## src/mono_sprite_clip_blit_defines.svh

```systemverilog
// Assertion macros for the blitter modules; only mscb_fifo uses them.
`ifndef MONO_SPRITE_CLIP_BLIT_DEFINES_SVH
`define MONO_SPRITE_CLIP_BLIT_DEFINES_SVH
`ifndef SYNTHESIS
// Checked out of reset only.
`define MSCB_ASSERT(lbl, prop, msg) \
  lbl: assert property (@(posedge clk_i) disable iff (!rst_ni) prop) else $error(msg);
// Checked at every edge, reset included.
`define MSCB_ASSERT_ALWAYS(lbl, prop, msg) \
  lbl: assert property (@(posedge clk_i) prop) else $error(msg);
`else
`define MSCB_ASSERT(lbl, prop, msg)
`define MSCB_ASSERT_ALWAYS(lbl, prop, msg)
`endif
`endif

```

## src/mscb_pkg.sv

```systemverilog
package mscb_pkg;

  localparam int unsigned COORD_BITS        = 16;
  localparam int unsigned ADDR_BITS         = 32;
  localparam int unsigned ORIGIN_BITS       = COORD_BITS + 2;
  localparam int unsigned VP_BITS           = 12;
  localparam int unsigned PITCH_BITS        = 16;
  localparam int unsigned DATA_BITS         = 32;
  localparam int unsigned NARROW_PIXEL_BITS = 16;
  localparam int unsigned CFG_IDX_BITS      = 4;
  localparam int unsigned FIFO_DEPTH        = 4;

  typedef enum logic [CFG_IDX_BITS-1:0] {
    CFG_VP_X_MIN   = 4'd0,
    CFG_VP_X_MAX   = 4'd1,
    CFG_VP_Y_MIN   = 4'd2,
    CFG_VP_Y_MAX   = 4'd3,
    CFG_LINE_PITCH = 4'd4,
    CFG_FRAME_BASE = 4'd5,
    CFG_COLOUR     = 4'd6,
    CFG_WIDE       = 4'd7
  } cfg_idx_e;

  typedef struct packed {
    logic                          first;
    logic [7:0]                    sprite_byte;
    logic signed [COORD_BITS-1:0]  pos_x;
    logic signed [COORD_BITS-1:0]  pos_y;
  } in_word_t;

  typedef struct packed {
    logic [ADDR_BITS-1:0] write_address;
    logic [DATA_BITS-1:0] write_data;
    logic                 write_wide;
  } out_word_t;

  typedef struct packed {
    logic [VP_BITS-1:0]    vp_x_min;
    logic [VP_BITS-1:0]    vp_x_max;
    logic [VP_BITS-1:0]    vp_y_min;
    logic [VP_BITS-1:0]    vp_y_max;
    logic [PITCH_BITS-1:0] line_pitch;
    logic [31:0]           frame_base;
    logic [DATA_BITS-1:0]  draw_colour;
    logic                  wide_pixels;
  } cfg_t;

  // Pixel known to be inside the viewport, so both coordinates fit VP_BITS.
  typedef struct packed {
    logic [VP_BITS-1:0] px;
    logic [VP_BITS-1:0] py;
  } pix_t;

  localparam cfg_t CFG_RESET = '{
    vp_x_min:    12'd0,
    vp_x_max:    12'd639,
    vp_y_min:    12'd0,
    vp_y_max:    12'd479,
    line_pitch:  16'd1280,
    frame_base:  32'd0,
    draw_colour: 32'd0,
    wide_pixels: 1'b0
  };

endpackage

```

## src/mscb_front.sv

```systemverilog
module mscb_front
  import mscb_pkg::*;
(
  input  logic     clk_i,
  input  logic     rst_ni,
  input  cfg_t     cfg_i,
  input  logic     in_valid_i,
  output logic     in_stall_o,
  input  in_word_t in_data_i,
  input  logic     fifo_full_i,
  output logic     push_o,
  output pix_t     pix_o
);

  typedef enum logic [4:0] {
    HDR_IDLE   = 5'b00001,
    HDR_HEIGHT = 5'b00010,
    HDR_XOFF   = 5'b00100,
    HDR_YOFF   = 5'b01000,
    HDR_MASK   = 5'b10000
  } hdr_e;

  hdr_e                          state_q, state_d;
  logic [7:0]                    width_q, width_d;
  logic [7:0]                    height_q, height_d;
  logic signed [COORD_BITS-1:0]  start_x_q, start_x_d;
  logic signed [COORD_BITS-1:0]  start_y_q, start_y_d;
  logic signed [ORIGIN_BITS-1:0] origin_x_q, origin_x_d;
  logic signed [ORIGIN_BITS-1:0] origin_y_q, origin_y_d;
  logic [7:0]                    col_q, col_d;
  logic [7:0]                    row_q, row_d;

  logic                          accept;
  logic signed [7:0]             byte_s;
  logic signed [ORIGIN_BITS-1:0] px, py;
  logic                          in_view;

  assign in_stall_o = fifo_full_i;
  assign accept     = in_valid_i && !fifo_full_i;
  assign byte_s     = $signed(in_data_i.sprite_byte);

  assign px = origin_x_q + $signed({{(ORIGIN_BITS-8){1'b0}}, col_q});
  assign py = origin_y_q + $signed({{(ORIGIN_BITS-8){1'b0}}, row_q});

  // Inclusive viewport; an inverted range simply never matches.
  assign in_view = (px >= $signed({{(ORIGIN_BITS-VP_BITS){1'b0}}, cfg_i.vp_x_min})) &&
                   (px <= $signed({{(ORIGIN_BITS-VP_BITS){1'b0}}, cfg_i.vp_x_max})) &&
                   (py >= $signed({{(ORIGIN_BITS-VP_BITS){1'b0}}, cfg_i.vp_y_min})) &&
                   (py <= $signed({{(ORIGIN_BITS-VP_BITS){1'b0}}, cfg_i.vp_y_max}));

  assign pix_o.px = px[VP_BITS-1:0];
  assign pix_o.py = py[VP_BITS-1:0];

  always_comb begin
    state_d    = state_q;
    width_d    = width_q;
    height_d   = height_q;
    start_x_d  = start_x_q;
    start_y_d  = start_y_q;
    origin_x_d = origin_x_q;
    origin_y_d = origin_y_q;
    col_d      = col_q;
    row_d      = row_q;
    push_o     = 1'b0;
    if (accept) begin
      if (in_data_i.first) begin
        // restart header, any unfinished sprite is dropped
        width_d   = in_data_i.sprite_byte;
        start_x_d = in_data_i.pos_x;
        start_y_d = in_data_i.pos_y;
        col_d     = '0;
        row_d     = '0;
        state_d   = HDR_HEIGHT;
      end else begin
        case (state_q)
          HDR_IDLE: begin
            state_d = HDR_IDLE;
          end
          HDR_HEIGHT: begin
            height_d = in_data_i.sprite_byte;
            state_d  = HDR_XOFF;
          end
          HDR_XOFF: begin
            origin_x_d = ORIGIN_BITS'(start_x_q) + ORIGIN_BITS'(byte_s);
            state_d    = HDR_YOFF;
          end
          HDR_YOFF: begin
            origin_y_d = ORIGIN_BITS'(start_y_q) + ORIGIN_BITS'(byte_s);
            col_d      = '0;
            row_d      = '0;
            state_d    = (width_q == '0 || height_q == '0) ? HDR_IDLE : HDR_MASK;
          end
          HDR_MASK: begin
            push_o = (in_data_i.sprite_byte != '0) && in_view;
            if ({1'b0, col_q} + 9'd1 >= {1'b0, width_q}) begin
              col_d = '0;
              if ({1'b0, row_q} + 9'd1 >= {1'b0, height_q}) begin
                row_d   = '0;
                state_d = HDR_IDLE;
              end else begin
                row_d = row_q + 8'd1;
              end
            end else begin
              col_d = col_q + 8'd1;
            end
          end
          default: begin
            state_d = HDR_IDLE;
          end
        endcase
      end
    end
  end

  always_ff @(posedge clk_i or negedge rst_ni) begin
    if (!rst_ni) begin
      state_q    <= HDR_IDLE;
      width_q    <= '0;
      height_q   <= '0;
      start_x_q  <= '0;
      start_y_q  <= '0;
      origin_x_q <= '0;
      origin_y_q <= '0;
      col_q      <= '0;
      row_q      <= '0;
    end else begin
      state_q    <= state_d;
      width_q    <= width_d;
      height_q   <= height_d;
      start_x_q  <= start_x_d;
      start_y_q  <= start_y_d;
      origin_x_q <= origin_x_d;
      origin_y_q <= origin_y_d;
      col_q      <= col_d;
      row_q      <= row_d;
    end
  end

endmodule

```

## src/mscb_fifo.sv

```systemverilog
`include "mono_sprite_clip_blit_defines.svh"

module mscb_fifo
  import mscb_pkg::*;
(
  input  logic clk_i,
  input  logic rst_ni,
  input  logic push_i,
  input  pix_t pix_i,
  output logic full_o,
  input  logic pop_i,
  output logic valid_o,
  output pix_t pix_o
);

  localparam int unsigned PTR_BITS = $clog2(FIFO_DEPTH);
  localparam int unsigned CNT_BITS = $clog2(FIFO_DEPTH + 1);

  pix_t                entries_q [FIFO_DEPTH];
  logic [PTR_BITS-1:0] wr_ptr_q, rd_ptr_q;
  logic [CNT_BITS-1:0] count_q;

  assign full_o  = (count_q == CNT_BITS'(FIFO_DEPTH));
  assign valid_o = (count_q != '0);
  assign pix_o   = entries_q[rd_ptr_q];

  always_ff @(posedge clk_i) begin
    if (push_i) begin
      entries_q[wr_ptr_q] <= pix_i;
    end
  end

  always_ff @(posedge clk_i or negedge rst_ni) begin
    if (!rst_ni) begin
      wr_ptr_q <= '0;
      rd_ptr_q <= '0;
      count_q  <= '0;
    end else begin
      if (push_i) begin
        wr_ptr_q <= wr_ptr_q + PTR_BITS'(1);
      end
      if (pop_i) begin
        rd_ptr_q <= rd_ptr_q + PTR_BITS'(1);
      end
      if (push_i && !pop_i) begin
        count_q <= count_q + CNT_BITS'(1);
      end else if (pop_i && !push_i) begin
        count_q <= count_q - CNT_BITS'(1);
      end
    end
  end

  `MSCB_ASSERT_ALWAYS(a_count_bound, count_q <= CNT_BITS'(FIFO_DEPTH), "fifo count overrun")
  `MSCB_ASSERT(a_no_push_full, push_i |-> !full_o, "push into full fifo")
  `MSCB_ASSERT(a_no_pop_empty, pop_i |-> valid_o, "pop from empty fifo")
  `MSCB_ASSERT(a_count_up, (push_i && !pop_i) |=> count_q == $past(count_q) + CNT_BITS'(1), "fifo count did not rise")

endmodule

```

## src/mscb_back.sv

```systemverilog
module mscb_back
  import mscb_pkg::*;
(
  input  logic      clk_i,
  input  logic      rst_ni,
  input  cfg_t      cfg_i,
  input  logic      fifo_valid_i,
  input  pix_t      pix_i,
  output logic      pop_o,
  output logic      out_valid_o,
  input  logic      out_stall_i,
  output out_word_t out_data_o
);

  logic                        out_valid_q;
  out_word_t                   out_q, out_d;
  logic [VP_BITS+1:0]          x_off;
  logic [VP_BITS+PITCH_BITS-1:0] y_off;

  assign pop_o = fifo_valid_i && (!out_valid_q || !out_stall_i);

  assign x_off = cfg_i.wide_pixels ? {pix_i.px, 2'b00} : {1'b0, pix_i.px, 1'b0};
  assign y_off = pix_i.py * cfg_i.line_pitch;

  always_comb begin
    out_d.write_address = ADDR_BITS'(cfg_i.frame_base) + ADDR_BITS'(x_off)
                        + ADDR_BITS'(y_off);
    out_d.write_data    = cfg_i.wide_pixels ? cfg_i.draw_colour
        : {{(DATA_BITS-NARROW_PIXEL_BITS){1'b0}}, cfg_i.draw_colour[NARROW_PIXEL_BITS-1:0]};
    out_d.write_wide    = cfg_i.wide_pixels;
  end

  always_ff @(posedge clk_i) begin
    if (pop_o) begin
      out_q <= out_d;
    end
  end

  always_ff @(posedge clk_i or negedge rst_ni) begin
    if (!rst_ni) begin
      out_valid_q <= 1'b0;
    end else if (pop_o) begin
      out_valid_q <= 1'b1;
    end else if (!out_stall_i) begin
      out_valid_q <= 1'b0;
    end
  end

  assign out_valid_o = out_valid_q;
  assign out_data_o  = out_q;

endmodule

```

## src/mono_sprite_clip_blit.sv

```systemverilog
// Clipped monochrome sprite blitter.
// Input channel (in_valid_i / in_stall_o / in_data_i): one sprite byte per word.
//   A word with first set starts a sprite (its byte is the width, pos_x/pos_y
//   are sampled); then height, signed x offset, signed y offset and the mask
//   bytes in row order follow.
// Output channel (out_valid_o / out_stall_i / out_data_o): one framebuffer
//   write per drawn pixel - nonzero mask byte inside the inclusive viewport.
// Config channel (cfg_valid_i / cfg_ready_o): ready is always high; index and
//   data write one register. Unknown indexes are dropped. Write while idle.
// Throughput: one input word and one result word per cycle when not stalled.
// Path: a drawing mask byte, once accepted, passes the header parser and clip
//   test into a 4-word queue; the write generator (one 12x16 multiply plus
//   add) pops it from there into the output reg.
// Stall: a valid output word holds while out_stall_i is high, the queue
//   fills behind it and in_stall_o rises once all four slots are taken.
// Reset: registers return to their defaults (640x480 viewport, pitch 1280,
//   16-bit pixels), the parser goes idle and queue and output are emptied.
module mono_sprite_clip_blit
  import mscb_pkg::*;
(
  input  logic                    clk_i,
  input  logic                    rst_ni,
  input  logic                    in_valid_i,
  output logic                    in_stall_o,
  input  in_word_t                in_data_i,
  output logic                    out_valid_o,
  input  logic                    out_stall_i,
  output out_word_t               out_data_o,
  input  logic                    cfg_valid_i,
  output logic                    cfg_ready_o,
  input  logic [CFG_IDX_BITS-1:0] cfg_index_i,
  input  logic [31:0]             cfg_data_i
);

  cfg_t cfg_q;
  logic fifo_full, fifo_valid, push, pop;
  pix_t push_pix, pop_pix;

  assign cfg_ready_o = 1'b1;

  // Register file; each write keeps only the field's own bits.
  always_ff @(posedge clk_i or negedge rst_ni) begin
    if (!rst_ni) begin
      cfg_q <= CFG_RESET;
    end else if (cfg_valid_i) begin
      case (cfg_idx_e'(cfg_index_i))
        CFG_VP_X_MIN:   cfg_q.vp_x_min    <= cfg_data_i[VP_BITS-1:0];
        CFG_VP_X_MAX:   cfg_q.vp_x_max    <= cfg_data_i[VP_BITS-1:0];
        CFG_VP_Y_MIN:   cfg_q.vp_y_min    <= cfg_data_i[VP_BITS-1:0];
        CFG_VP_Y_MAX:   cfg_q.vp_y_max    <= cfg_data_i[VP_BITS-1:0];
        CFG_LINE_PITCH: cfg_q.line_pitch  <= cfg_data_i[PITCH_BITS-1:0];
        CFG_FRAME_BASE: cfg_q.frame_base  <= cfg_data_i;
        CFG_COLOUR:     cfg_q.draw_colour <= cfg_data_i[DATA_BITS-1:0];
        CFG_WIDE:       cfg_q.wide_pixels <= cfg_data_i[0];
        default: begin
          cfg_q <= cfg_q;
        end
      endcase
    end
  end

  // front: header parse, counters, clip test
  mscb_front u_front (
    .clk_i       (clk_i),
    .rst_ni      (rst_ni),
    .cfg_i       (cfg_q),
    .in_valid_i  (in_valid_i),
    .in_stall_o  (in_stall_o),
    .in_data_i   (in_data_i),
    .fifo_full_i (fifo_full),
    .push_o      (push),
    .pix_o       (push_pix)
  );

  // queue of visible pixels
  mscb_fifo u_fifo (
    .clk_i   (clk_i),
    .rst_ni  (rst_ni),
    .push_i  (push),
    .pix_i   (push_pix),
    .full_o  (fifo_full),
    .pop_i   (pop),
    .valid_o (fifo_valid),
    .pix_o   (pop_pix)
  );

  // back: address and data generation, output register
  mscb_back u_back (
    .clk_i        (clk_i),
    .rst_ni       (rst_ni),
    .cfg_i        (cfg_q),
    .fifo_valid_i (fifo_valid),
    .pix_i        (pop_pix),
    .pop_o        (pop),
    .out_valid_o  (out_valid_o),
    .out_stall_i  (out_stall_i),
    .out_data_o   (out_data_o)
  );

endmodule

```

## config.mk

```make
export PLATFORM = sky130hd
export DESIGN_NAME = mono_sprite_clip_blit
export DESIGN_NICKNAME = d
export VERILOG_FILES = /design/src/mscb_pkg.sv /design/src/mscb_front.sv /design/src/mscb_fifo.sv /design/src/mscb_back.sv /design/src/mono_sprite_clip_blit.sv
export VERILOG_INCLUDE_DIRS = /design/src /design/src/src
export SDC_FILE = /design/constraint.sdc
export NUM_CORES = 1
export LEC_CHECK = 0
export ABC_AREA = 1
export BUFFER_PORTS_ARGS = -buffer_cell sky130_fd_sc_hd__buf_4
export CAP_MARGIN = 20
export CORE_MARGIN = 2
export CORE_UTILIZATION = 40
export CTS_BUF_LIST = sky130_fd_sc_hd__clkbuf_4 sky130_fd_sc_hd__clkbuf_8
export DETAILED_ROUTE_END_ITERATION = 16
export GPL_ROUTABILITY_DRIVEN = 0
export GPL_TIMING_DRIVEN = 1
export HOLD_SLACK_MARGIN = 0.03
export PLACE_DENSITY = 0.61
export SYNTH_ARGS = -nofsm -noshare
export SYNTH_HDL_FRONTEND = slang
export SYNTH_HIERARCHICAL = 1
export SYNTH_SLANG_ARGS = --single-unit
export TNS_END_PERCENT = 10
```

## constraint.sdc

```tcl
create_clock -name clk_i -period 8.65 [get_ports clk_i]
set_input_delay 1.73 -clock clk_i [delete_from_list [all_inputs] [get_ports clk_i]]
set_output_delay 1.73 -clock clk_i [all_outputs]
set_load 0.05 [all_outputs]
```

Word level (Yosys, flattened, before mapping). Memory sizes are Yosys's and may differ from the RTL's. Cells that the tools add are included.

Memories kept: 1. Input bits: 82. Word-level logic and storage cells: 122. Memory bits (writable): 96. Flip-flop bits (word level): 307.

Memory list: u_fifo.entries_q (words 4, bits a word 24, rd ports 1, clocked after Yosys merged registers in 0, write ports 1, RTL line mscb_fifo.sv:19) `pix_t entries_q [FIFO_DEPTH];`.

Bitwise gates (word level): 1. Eq/ne operators: 15. Add/subtract/negate cells: 14. Reduce and logical (&&, ||, !) cells: 37. Order comparisons: 6. Muxes and demuxes: 22. Multiply operators: 1.

Operators by type and width (number): $mux W8 (5); $add A18 B9 Y18 (2); $ge A18 B13 Y1 (2); $le A18 B13 Y1 (2); $add A16 B8 Y17 (2); $add A32 B14 Y32 (1); $add A32 B28 Y32 (1); $pmux W8 S2 (2); $mul A12 B16 Y28 (1); $mux W5 (4); $pmux W5 S4 (1); $reduce_and A2 Y1 (10); $add A8 B1 Y9 const B (2); $ge A9 B8 Y1 (2); $add A8 B1 Y8 const B (2); $eq A4 B3 Y1 const B (4); $logic_not A8 Y1 (2); $reduce_and A3 Y1 (5); $mux W14 (1); $eq A4 B2 Y1 const B (2); $logic_and A1 B1 Y1 (8); $reduce_bool A8 Y1 (1); $mux W1 (7); $mux W3 (2); other kinds (17) (25).

Logic depth before layout (Yosys ltp). Gate-level depths: netlist (run 1).

Word-level depth: 13. Gate-level depth with buffers: 31. Gate-level depth less buffers: 30.

Modules after synthesis. Netlist (run 1), hierarchy kept.

Modules (own cells, without submodules): mscb_back (area each 10706.5 um^2, instances 1, cells an instance 1327, sequential area each 1976.9 um^2); mscb_front (area each 8687.1 um^2, instances 1, cells an instance 1152, sequential area each 2578.7 um^2); mono_sprite_clip_blit (area each 5440.2 um^2, instances 1, cells an instance 613, sequential area each 3250.6 um^2); mscb_fifo (area each 4320.4 um^2, instances 1, cells an instance 329, sequential area each 3057.9 um^2).

Least setup slack after synthesis (run 1). OpenSTA, ideal clock, no wires.

Path type: input -> register. Start point: input port out_stall_i. End point: register u_fifo.count_q[1]. Stages on the path: 7. Required time: 8533 ps. Setup slack: 2418 ps. Arrival time: 6115 ps. Path buffers: 0. Cell sequence: a21oi_1 inv_1 ha_1 inv_1 fa_1 nand2_1 nand2_1.

Longest elaborated chain between the ends: 6. Elaborated cells on any way between the ends: 8. Classes of those cells: 1 x mux; 7 x reduce/logical.

Ends and longest elaborated chain: start, declared (RTL line mono_sprite_clip_blit.sv:27) `input logic out_stall_i,`; $logic_not A1 Y1 * (RTL line mscb_back.sv:20) `assign pop_o = fifo_valid_i && (!out_valid_q || !out_stall_i);`; $logic_or A1 B1 Y1 * (RTL line mscb_back.sv:20); $logic_and A1 B1 Y1 * (RTL line mscb_back.sv:20); $logic_not A1 Y1 (RTL line mscb_fifo.sv:45) `if (push_i && !pop_i) begin`; $logic_and A1 B1 Y1 (RTL line mscb_fifo.sv:45); $mux W3 / $reduce_bool A2 Y1 (equally long branches); end signal, assigned (RTL line mscb_fifo.sv:46) `count_q <= count_q + CNT_BITS'(1);`; end signal, assigned (RTL line mscb_fifo.sv:48) `count_q <= count_q - CNT_BITS'(1);`; end, declared (RTL line mscb_fifo.sv:21) `logic [CNT_BITS-1:0] count_q;`.

Mark *: on every way between the ends. The rest lies on a longest branch, timed or not. A chain may end at the register's enable or synchronous reset.

==> summary.txt, run 1 <==
Routing
  • DR vias/cell: 4.79
  • Drt wl/cell: 15.5 um
  • 1st-iter DRT viols: 1384
  • DRT Pass-1 Iters: 7
  • Total Wirelength: 70800 um
  • Post-route DRC: 0
  • ANT nets after route: 0
  • DR vias: 21798

Yosys
  • Gate Count Post-Synth: 3421
  • Yosys top cell area share: 19.0%
  • Post-synthesis async set-or-reset flop share: 59.9%
  • Post-synthesis sequential element count: 401
  • Synthesized Nets: 3897
  • Synth top area cells: dfrtp_1 (19%), edfxtp_1 (17%), nand2_1 (14%)
  • Syn avg cell area: 8.52 um^2
  • Leading area contributor after synthesis: dfrtp_1
  • Sequential area share after synthesis: 37.3%
  • Post-synthesis cell type count: 56
  • Synth Flop Type: dfrtp_1
  • Post-Syn Area: 0.0292 mm^2
  • Yosys warns: 6
  • Post-synth EDFFs: 161

STA
  • Unrepaired setup endpoints after global routing: no
  • Normalized max-slew margin: 29.3%
  • Fin crit period: 7080 ps
  • Actual slew at the worst max-slew pin: 1060 ps
  • Final setup TNS: 0 ps
  • Min Hold Slack: 445 ps
  • Fin crit share: 81.8%
  • Final hold vios: 0
  • Skew final: 50.6 ps
  • Final setup violation count: 0
  • Final max-slew violation count: 0
  • Fmax: 0.141 GHz

Setup path
  • Cell mode on critical path: nand2_1
  • Critical path buffers and inverters: 6
  • Largest delay share family, worst path: adder cells
  • Type of destination of the critical path: flop
  • Worst path depth: 24
  • Data required, critical path: 9080 ps
  • Worst Reg-to-Reg Cells: 24
  • Worst Path Max Fanout: 50
  • Critical path class: reg -> reg
  • Worst stage delay on the critical path: 950 ps
  • Critical Path AT: 7510 ps
  • CP max stage cell: dfrtp_2
  • CP Cell Sequence: buf_4 > o211ai_1 > nand2_1 > nand2_1 > fa_1 > fa_1 > inv_1 > fa_1 > fa_1 > fa_1 > inv_1 > fa_1 > inv_1 > ha_1 > nand2_2 > inv_2 > nand2_1 > inv_1 > a21oi_1 > nand2_2 > nand2_1 > nand2_1 > nand2_1 > nand2_1
  • Worst Setup Start Kind: flop

GRT
  • First-pass GRT wire length: 114000 um
  • GR Overflow Total: 0
  • Largest net degree at the start of global routing: 149
  • Initial antenna violation count: 2
  • Vias in the first global route: 21456
  • All-Layer GR Usage: 19.2%

Placement
  • Placed cells: 4417
  • I/O Buffers: 148
  • Hpwl dp: 52700 um

Clock network
  • H-tree depth: 3
  • Postcts setup bufs: 0
  • Clock slew at reported path FFs: 60 ps
  • CTS tree: built
  • Num CTS Buffers: 75
  • Hold Buf Count CTS: 0
  • Post-CTS Resized: 0
  • CTS root buf: clkbuf_8
  • Clock Tree Buf Depth: 3
  • Clock Latency Late Sink: 710 ps
  • Clk sinks: 401

Final layout
  • Layout Nets: 4020
  • Finished Layout Cells: 4555
  • P&R area growth vs syn: 12.4%
  • Post-layout util: 45.6%
  • Layout cells sized above 1: 12.5%

Run
  • Number of max-cap violations: 0

Die
  • Row count: 98
  • Core area: 0.0719 mm^2
  • Ports: 150
  • Initial Util: 40.6%
  • Die Y: 274 um
  • Total die area: 0.0751 mm^2
  • Die X: 274 um

Outcome
  • Status: finished, final reports clean

Worst hold path
  • Worst hold path class: reg -> reg
  • Hold Path Stages: 0
flip-flops by register name (all words and copies together) (netlist names):
register	cells
u_front/row_q	8
u_front/origin_x_q	17
u_back/out_valid_o	1
u_front/start_y_q	16
u_fifo/rd_ptr_q	2
u_fifo/wr_ptr_q	2
cfg_q	129
u_front/width_q	8
u_front/origin_y_q	17
u_fifo/count_q	3
u_front/col_q	8
u_back/out_data_o	65
u_front/height_q	8
u_fifo/entries_q	96
u_front/state_q	5
u_front/start_x_q	16
worst reg2reg max path, cell delays in order (launching register included):
cell and delay, ps:
dfrtp_2 950, buf_4 420, o211ai_1 140, nand2_1 540, nand2_1 180, fa_1 540, fa_1 580, inv_1 70
fa_1 510, fa_1 520, fa_1 540, inv_1 50, fa_1 520, inv_1 40, ha_1 360, nand2_2 130
inv_2 40, nand2_1 90, inv_1 80, a21oi_1 180, nand2_2 110, nand2_1 100, nand2_1 50, nand2_1 60
nand2_1 40
stage by stage:
stage,instance area (um^2),setup slack [ps]
2_1_floorplan,29200,2420
3_3_place_gp,31000,1660
3_5_place_dp,31000,1590
4_1_cts,32800,1580
5_1_grt,32800,1140
6_report,32800,1570
cells in the final DEF, fill, tap and decap left out, types with 39 or more instances in the layout:
| master | synthesis | layout |
|---|---|---|
| fa_1 | 183 | 183 |
| o21ai_0 | 68 | 68 |
| xor2_1 | 46 | 46 |
| inv_1 | 675 | 675 |
| clkbuf_8 | 0 | 90 |
| edfxtp_1 | 161 | 161 |
| a21oi_1 | 89 | 88 |
| buf_4 | 10 | 156 |
| nand4_1 | 58 | 58 |
| nand3_1 | 112 | 112 |
| o21bai_1 | 39 | 39 |
| dfrtp_1 | 221 | 220 |
| nand2_1 | 1063 | 1062 |
| ha_1 | 211 | 211 |
| nor2_1 | 110 | 110 |
worst paths after layout:
path | startpoint | end | slack (ps)
setup reg to reg | u_fifo/rd_ptr_q[0] | u_back/out_data_o[64] | 1570
hold reg to reg | cfg_q[9] | u_back/out_data_o[9] | 450
min in group asynchronous | rst_ni | u_front/start_x_q[13] | 1020
setup / recovery | u_fifo/rd_ptr_q[0] | u_back/out_data_o[64] | 1570
hold / removal | cfg_q[9] | u_back/out_data_o[9] | 450
max in group asynchronous | rst_ni | cfg_q[58] | 6230
area by class of cell:
class                           instances  area [um^2]
Fill cell                            7055        39100
Clock inverter                         28          360
Inverter                              686         2580
Antenna cell                            1         2.50
Multi-Input combinational cell       2221        15200
Clock buffer                          109         1380
Timing Repair Buffer                  159         1230
Sequential cell                       401        10900
Tap cell                              950         1190
Yosys cell counts, types with 58 or more instances:
cell and n:
nand2_1 1063, inv_1 675, dfrtp_1 221, ha_1 211, fa_1 183, edfxtp_1 161
nand3_1 112, nor2_1 110, a21oi_1 89, o21ai_0 68, clkbuf_1 58, nand4_1 58
metal layers:
metal	GRT usage, %	part of all wire (%)	up-vias
li1	-	-	10900
met4	6.34	3.0	2
met5	0	0.018	-
met3	3.23	4.9	112
met2	31.8	47	503
met1	25.6	45	10281
logic make-up after synthesis:
| logic type | Yosys count | synth area share, % |
|---|---|---|
| buffers and inverters | 799 | 10.8 |
| multiplexers | 33 | 1.27 |
| other | 1 | 0.0129 |
| AND/OR/NAND/NOR | 1433 | 20.6 |
| XOR/XNOR | 60 | 1.80 |
| flip-flops | 401 | 37.3 |
| adder cells (fa/ha/maj) | 394 | 21.6 |
| AO/OA/AOI/OAI | 300 | 6.66 |
Power of run 1 is left out: the tool's default activity adds up to more than one toggle a clock period on the data nets, which glitch-free logic cannot reach.
==> run 2, diff against run 1 <==
==> constraint.sdc (replaced) <==
create_clock -name clk_i -period 6.55 [get_ports clk_i]
set_input_delay 1.31 -clock clk_i [delete_from_list [all_inputs] [get_ports clk_i]]
set_output_delay 1.31 -clock clk_i [all_outputs]
set_load 0.05 [all_outputs]
==> run 2 against run 1 <==
Clock-buffer cell count grew 12. Clock skew fell by 7.3 ps. Hold slack hardly changed. Global-route usage rose by 0.31 points. Critical path type unchanged. Via count rose by 0.96%. Sequential share of layout area decreased by 0.091 points. Cell count up 0.48%. Maximum frequency up 14%. Cell area grew 0.27%. Die area unchanged.
==> summary.txt, run 2 (synthesis gave the netlist of run 1 again) <==
Outcome
  • Status: finished, final reports clean

Final layout
  • Max reg flops: 129 (unchanged)
  • Most frequent cells in the layout: nand2_1 (1059), inv_1 (675), dfrtp_1 (220)
  • Largest Register: cfg_q
  • P&R area growth vs syn: 12.7%
  • Layout Nets: 4040 (+0.50%)
  • Layout cells sized above 1: 13.0% (+0.53 points)
  • Most common cell after layout, fill and taps aside: nand2_1

Placement
  • I/O Buffers: 148 (unchanged)
  • Hpwl dp: 53500 um (+1.5%)

Setup path
  • Critical Path AT: 6590 ps (-920 ps)
  • Worst Setup Start Kind: flop
  • Cell mode on critical path: nand2_1
  • Data required, critical path: 6950 ps (-2130 ps)
  • Worst stage delay on the critical path: 570 ps (-380 ps)
  • Worst Path Max Fanout: 24 (-52%)
  • CP max stage cell: fa_1
  • Critical path class: reg -> reg
  • Type of destination of the critical path: flop

STA
  • Normalized max-slew margin: 31.8% (+2.5 points)
  • Skew final: 43.3 ps (-7.25 ps)
  • Final hold vios: 0 (unchanged)
  • Fin crit period: 6190 ps (-894 ps)
  • Actual slew at the worst max-slew pin: 1020 ps (-39.2 ps)
  • Final setup TNS: 0 ps (unchanged)
  • Unrepaired setup endpoints after global routing: no
  • Final setup violation count: 0 (unchanged)
  • Fmax: 0.162 GHz (+14%)
  • Fin crit share: 94.4% (+13 points)
  • Final max-slew violation count: 0 (unchanged)

Run
  • Number of max-cap violations: 0 (unchanged)

Clock network
  • Clock slew at reported path FFs: 60 ps (about the same)
  • H-tree depth: 3 (unchanged)
  • CTS tree: built
  • Num CTS Buffers: 78 (+4.0%)
  • Clk sinks: 401 (unchanged)
  • Clock Tree Buf Depth: 3 (unchanged)
  • Hold Buf Count CTS: 0 (unchanged)
  • CTS root buf: clkbuf_8
  • Clock Latency Late Sink: 690 ps (-20 ps)
  • Postcts setup bufs: 0 (unchanged)

GRT
  • First-pass GRT wire length: 117000 um (+2.4%)
  • All-Layer GR Usage: 19.5% (+0.31 points)
  • GR Overflow Total: 0 (unchanged)
  • Initial antenna violation count: 1 (-1)
  • Vias in the first global route: 22115 (+3.1%)
  • Largest net degree at the start of global routing: 144 (-3.4%)

Routing
  • DRT Pass-1 Iters: 7 (unchanged)
  • DR vias: 22008 (+0.96%)
  • Total Wirelength: 71400 um (+0.87%)
  • DR vias/cell: 4.81 (+0.48%)
  • Drt wl/cell: 15.6 um (+0.39%)
  • 1st-iter DRT viols: 1218 (-12%)
  • Post-route DRC: 0 (unchanged)
  • ANT nets after route: 0 (unchanged)

Die
  • Row count: 98 (unchanged)
  • Core area: 0.0719 mm^2 (unchanged)
  • Die X: 274 um (unchanged)
  • Ports: 150 (unchanged)
  • Initial Util: 40.6% (unchanged)
  • Die Y: 274 um (unchanged)
  • Total die area: 0.0751 mm^2 (unchanged)

Worst hold path
  • Worst hold path class: reg -> reg
==> run 2: changes by cell type in the layout (fill, tap and decap cells not counted), sizes merged <==
cell	before	now
inv	691	689
bufinv	6	4
buf	159	176
clkbuf	109	121
clkinvlp	1	3
clkinv	16	11
==> run 2: layout make-up <==
| class | count | area, um^2 |
|---|---|---|
| timing repair buffer | 176 | 1350 |
| clock inverter | 21 | 248 |
| multi-input combinational | 2221 | 15200 |
| tap | 950 | 1190 |
| sequential | 401 | 10900 |
| antenna | 1 | 2.50 |
| fill | 7134 | 39000 |
| inverter | 686 | 2580 |
| clock buffer | 121 | 1460 |
==> run 2: worst max-delay path, delay by kind of cell, from the launching register on <==
kind	cells	cell delay [ps]
AOI/OAI and AO/OA	2	250
adders and majority gates	7	3520
buffers and inverters	7	720
DFF	1	520
and+or+nand+nor	10	920
==> run 2: repair_timing <==
| item | CTS | global route |
|---|---|---|
| gates resized for setup | 0 | 3 |
| endpoints found under the setup margin | 0 | 2 |
| hold endpoints to repair | 0 | 0 |
==> run 2: layer usage <==
| metal | share of wire (%) | track usage, % | vias up |
|---|---|---|---|
| li1 | - | - | 10936 |
| met1 | 46 | 26.2 | 10452 |
| met2 | 46 | 32.3 | 499 |
| met3 | 4.8 | 2.96 | 121 |
| met4 | 2.8 | 6.42 | 0 |
| met5 | 0 | 0 | - |
==> run 2: final timing paths <==
path	from	to	slack (ps)	cells past startpoint
max	u_fifo/rd_ptr_q[0]	u_back/out_data_o[56]	360	26
min	cfg_q[13]	u_back/out_data_o[13]	450	0
max reg2reg	u_fifo/rd_ptr_q[0]	u_back/out_data_o[56]	360	26
min reg2reg	cfg_q[13]	u_back/out_data_o[13]	450	0
max in group asynchronous	rst_ni	cfg_q[27]	4480	2
min in group asynchronous	rst_ni	u_front/start_x_q[10]	630	1
==> run 2: through the flow <==
stage / util [%] / instances / cell area (um^2) / hold slack, ps / setup WS [ps]
finish: 45.7 / 4577 / 32900 / 445 / 364
CTS: 45.7 / 4576 / 32900 / 444 / 392
floorplan: - / 3421 / 29200 / 425 / 484
global placement: 43.3 / 4433 / 31100 / 429 / 498
detailed placement: 43.3 / 4434 / 31100 / 430 / 425
global route: 45.7 / 4577 / 32900 / 451 / 1.66
Power of run 2 is left out for the same reason.
